$ cat src/design/bhm_pkg.sv
// Package for the binned height map: operation codes, register map,
// empty-bin codes and the payload types of the input and result channels.
// Depends on nothing; bhm_bin_index and binned_height_map_max_min use it.
package bhm_pkg;

    localparam int DEF_MAX_BINS_X = 64;
    localparam int DEF_MAX_BINS_Y = 64;

    localparam int APB_AW = 5;
    localparam int APB_DW = 32;
    localparam int BINS_W = 7;

    localparam logic [1:0] OP_CLEAR = 2'd0;
    localparam logic [1:0] OP_ADD   = 2'd1;
    localparam logic [1:0] OP_READ  = 2'd2;

    localparam logic [2:0] REG_ORIGIN_X = 3'd0;
    localparam logic [2:0] REG_ORIGIN_Y = 3'd1;
    localparam logic [2:0] REG_SCALE_X  = 3'd2;
    localparam logic [2:0] REG_SCALE_Y  = 3'd3;
    localparam logic [2:0] REG_BINS_X   = 3'd4;
    localparam logic [2:0] REG_BINS_Y   = 3'd5;

    localparam logic [31:0] EMPTY_TOP    = 32'h8000_0000;
    localparam logic [31:0] EMPTY_BOTTOM = 32'h7FFF_FFFF;

    typedef struct packed {
        logic [1:0]         operation;
        logic signed [31:0] pos_x;
        logic signed [31:0] pos_y;
        logic signed [31:0] pos_z;
        logic [5:0]         read_bin_x;
        logic [5:0]         read_bin_y;
    } t_bhm_in;

    typedef struct packed {
        logic signed [31:0] top_height;
        logic signed [31:0] bottom_height;
    } t_bhm_out;

    typedef struct packed {
        logic signed [31:0] origin;
        logic [31:0]        scale;
    } t_axis_cfg;

endpackage

$ cat src/design/bhm_bin_index.sv
// Maps one coordinate to a bin index along one axis: subtract the origin,
// multiply by the scale, keep the integer part and clamp to the bins in use.
// Two register stages; depends on bhm_pkg.
module bhm_bin_index #(
    parameter int MAX_BINS = bhm_pkg::DEF_MAX_BINS_X,
    localparam int BW = (MAX_BINS > 1) ? $clog2(MAX_BINS) : 1,
    localparam int NW = $clog2(MAX_BINS + 1)
) (
    input  logic                      i_clk,
    input  logic signed [31:0]        i_pos,
    input  bhm_pkg::t_axis_cfg        i_cfg,
    input  logic [NW-1:0]             i_count,
    output logic [BW-1:0]             o_index
);
    import bhm_pkg::*;

    logic [32:0] w_diff;
    logic [63:0] w_prod;
    logic [31:0] r_diff;
    logic        r_neg;
    logic [31:0] r_prod_hi;
    logic        r_neg_d;

    assign w_diff = {i_pos[31], i_pos} - {i_cfg.origin[31], i_cfg.origin};
    assign w_prod = 64'(r_diff) * 64'(i_cfg.scale);

    always_ff @(posedge i_clk) begin
        r_diff    <= w_diff[31:0];
        r_neg     <= w_diff[32];
        r_prod_hi <= w_prod[63:32];
        r_neg_d   <= r_neg;
    end

    always_comb begin
        if (r_neg_d) begin
            o_index = '0;
        end else if (r_prod_hi >= 32'(i_count)) begin
            o_index = BW'(i_count - NW'(1));
        end else begin
            o_index = BW'(r_prod_hi);
        end
    end

endmodule

$ cat config.mk
export PLATFORM = sky130hd
export DESIGN_NAME = bhm_bin_index
export DESIGN_NICKNAME = d
export VERILOG_FILES = /design/src/design/bhm_pkg.sv /design/src/design/bhm_bin_index.sv
export SDC_FILE = /design/constraint.sdc
export NUM_CORES = 2
export LEC_CHECK = 0
export BUFFER_PORTS_ARGS = -buffer_cell sky130_fd_sc_hd__buf_2
export CORE_AREA = 2 2 287 430
export DETAILED_ROUTE_END_ITERATION = 8
export DIE_AREA = 0 0 289 432
export PLACE_DENSITY = 0.54
export RECOVER_POWER = 50
export SYNTH_ARGS = -nofsm -noshare
export SYNTH_HDL_FRONTEND = slang
export SYNTH_SLANG_ARGS = --single-unit
$ cat constraint.sdc
create_clock -name i_clk -period 18.2 [get_ports i_clk]
set_clock_uncertainty 0.05 [all_clocks]
set_input_delay 2.73 -clock i_clk [delete_from_list [all_inputs] [get_ports i_clk]]
set_output_delay 2.73 -clock i_clk [all_outputs]
set_load 0.03 [all_outputs]
==> summary.md <==
| Metric | Value |
|---|---|
| Outcome | `finished clean` |
| Die height | `432 um` |
| Synth Flop Type | `dfxtp_1` |
| Fin Setup TNS | `0 ns` |
| # rows | `157` |
| Postcts setup bufs | `0` |
| HP Class | `reg2reg` |
| Critical path class | `in2reg` |
| Clk_lat worst skew | `0.40 ns` |
| Critical path launch point type | `primary input` |
| # clock sinks | `66` |
| Asr flop ratio synth | `0%` |
| Full die area | `125000 um^2` |
| Synth area leaders | `fa_1 50%, and2_1 11%, ha_1 10%, inv_1 9.5%, nand2_1 4.9%` |
| Share of the synthesized area in the top cell type | `49.7%` |
| First-pass GRT wire length | `171000 um` |
| Synth area leader | `fa_1` |
| Vias | `26500` |
| Largest net degree at the start of global routing | `33` |
| IO Count | `110` |
| Tcrit/Tclk final | `57.6%` |
| Clock transition at path regs | `0.06 ns` |
| CP Max Fanout | `32` |
| Mapped Nets | `5269` |
| Die X | `289 um` |
| CTS tree | `yes` |
| Clk buf depth | `2` |
| Seq/Total Area, Yosys | `3.66%` |
| Finished Core Util | `31.6%` |
| Slew headroom | `18.3%` |
| Mean routed wirelength per cell | `20.0 um` |
| Slew @ Worst Pin | `1.21 ns` |
| GPL Wtd Cong | `0.860` |
| Unrepaired setup endpoints after global routing | `no` |
| Post-synth EDFFs | `0` |
| Mapped Avg Cell Area | `9.09 um^2` |
| M3 GR Usage | `1.51%` |
| Vias in the first global route | `29500` |
| Grt ovf | `0` |
| CP endpoint kind | `register` |
| Setup WS pre-CTS | `7.39 ns` |
| CTS HTree Levels | `3` |
| Fin crit period | `10.49 ns` |
| Post-Synthesis Cells | `3969` |
| Most Crowded Layer GR | `met2` |
| Grt met1 use | `19.0%` |
| Max Fclk | `95.3 MHz` |
| Worst path required time | `18.41 ns` |
| CTS resizes | `0` |
| Max-cap viol count | `0` |
| Antenna Nets Post-Route | `0` |
| CTS Hold Bufs | `0` |
| Vias per cell | `4.80` |
| WHS | `0.607 ns` |
| Cts bufs inserted | `9` |
| PortBufs | `109` |
| Area added between synthesis and finish | `6.24%` |
| Nets | `5196` |
| Max-slew violations | `0` |
| CORE AREA | `121000 um^2` |
| Post-Syn Area | `36100 um^2` |
| Fill cells | `12900` |
| Final Hold Vio Count | `0` |
| Post-DP HPWL | `84400 um` |
| Final Worst Setup Slack | `7.71 ns` |
| Total GRT Usage | `18.3%` |
| Final wirelength | `110000 um` |
| Endpoints failing setup | `0` |
| Initial DRC Count | `1260` |
| Share of cells above drive strength 1 | `4.13%` |
| Starting Density | `29.7%` |
| Met2 Usage GRT | `35.8%` |
| Clock Tree Root | `clkbuf_16` |
| # DRC | `0` |
| Flops & latches, synth | `66` |
| Antenna violations before repair | `17` |
| Unique masters post-synth | `58` |
| Arrival time at the worst endpoint | `10.70 ns` |
| YS warnings | `0` |
| DRT Pass-1 Iters | `5` |
metal layers:
metal  wire [um]  up-vias
met5           8        -
met2       62400      656
li1            -    11500
met1       37300    14100
met3        4040      240
met4        6240        2
placed cells by master, fill, tap and decap left out, types with 12 or more instances in the layout:
cell / Yosys / layout
and2_1: 608 / 608
o21ai_0: 31 / 36
nor3_1: 19 / 19
buf_2: 0 / 107
dfxtp_1: 66 / 49
ha_1: 300 / 300
o21bai_1: 15 / 15
fa_1: 896 / 896
inv_1: 914 / 914
buf_4: 0 / 20
a21o_1: 51 / 51
o31ai_1: 11 / 12
diode_2: 0 / 17
xor2_1: 27 / 27
nand4_1: 19 / 19
o21ai_1: 18 / 13
a211oi_1: 17 / 17
nand2_1: 474 / 474
nor2_1: 46 / 46
nand3_1: 17 / 17
dfxtp_2: 0 / 17
a21oi_1: 84 / 84
xnor2_1: 38 / 38
synthesized netlist by cell type (10+ instances only):
cell type and instances:
a21oi_1 84, nor2_1 46, and2_1 608, a211oi_1 17
o31ai_1 11, o211ai_1 11, xor2_1 27, dfxtp_1 66
a21o_1 51, o21ai_0 31, nand2_1 474, nor4_1 10
nand3_1 17, nand4_1 19, inv_1 914, o21bai_1 15
clkbuf_1 212, nor3_1 19, ha_1 300, o21a_1 11
xnor2_1 38, fa_1 896, o21ai_1 18
cell type report:
| class | count | area [um^2] | area share [%] |
|---|---|---|---|
| multi-input cells | 2775 | 30500 | 79.6 |
| flip-flops and latches | 66 | 1340 | 3.50 |
| inverters | 915 | 3430 | 8.96 |
| diodes | 17 | 42.5 | 0.111 |
| clock inverters | 4 | 73.8 | 0.193 |
| well taps | 1590 | 1990 | 5.19 |
| repair buffers | 129 | 693 | 1.81 |
| clock buffers | 12 | 256 | 0.669 |
cells by family after synthesis:
kind of cell / synth area share, %
AND/OR/NAND/NOR: 17.5
adder cells (fa/ha/maj): 60.1
buffers and inverters: 11.7
AO/OA/AOI/OAI: 5.30
flip-flops: 3.66
XOR/XNOR: 1.58
multiplexers: 0.0555
sequential cells by signal, indices dropped and copies added (netlist names):
signal	flops
r_prod_hi	32
r_neg	1
r_neg_d	1
r_diff	32
stage by stage:
stage	area [um^2]	instances
after global placement	38000	5475
final	38300	5508
after CTS	38300	5491
after detailed placement	38000	5475
after global routing	38300	5501
after floorplan	36100	3969
final timing paths:
check,start,slack [ns],depth (start not counted),to
worst max-delay path,i_cfg[18],7.71,23,r_prod_hi[21]
worst min-delay path,r_neg,0.61,0,r_neg_d
worst max register to register,r_diff[6],9.58,23,r_prod_hi[21]
worst min register to register,r_neg,0.61,0,r_neg_d
worst max-delay path: stages:
cell and delay [ns]:
buf_2 0.72, nand2_1 0.17, fa_1 0.54, fa_1 0.60, inv_1 0.07, fa_1 0.48
fa_1 0.58, fa_1 0.44, fa_1 0.42, fa_1 0.52, inv_1 0.08, fa_1 0.49
inv_1 0.04, ha_1 0.41, a21oi_1 0.35, o21ai_1 0.16, a21oi_1 0.22, nand3_1 0.10
o21ai_1 0.50, o21ai_1 0.18, a21boi_1 0.52, o31ai_1 0.20, xor2_1 0.18
Power is not shown: default switching activity piles up to over one toggle a cycle in this logic, so the estimate is an artifact.
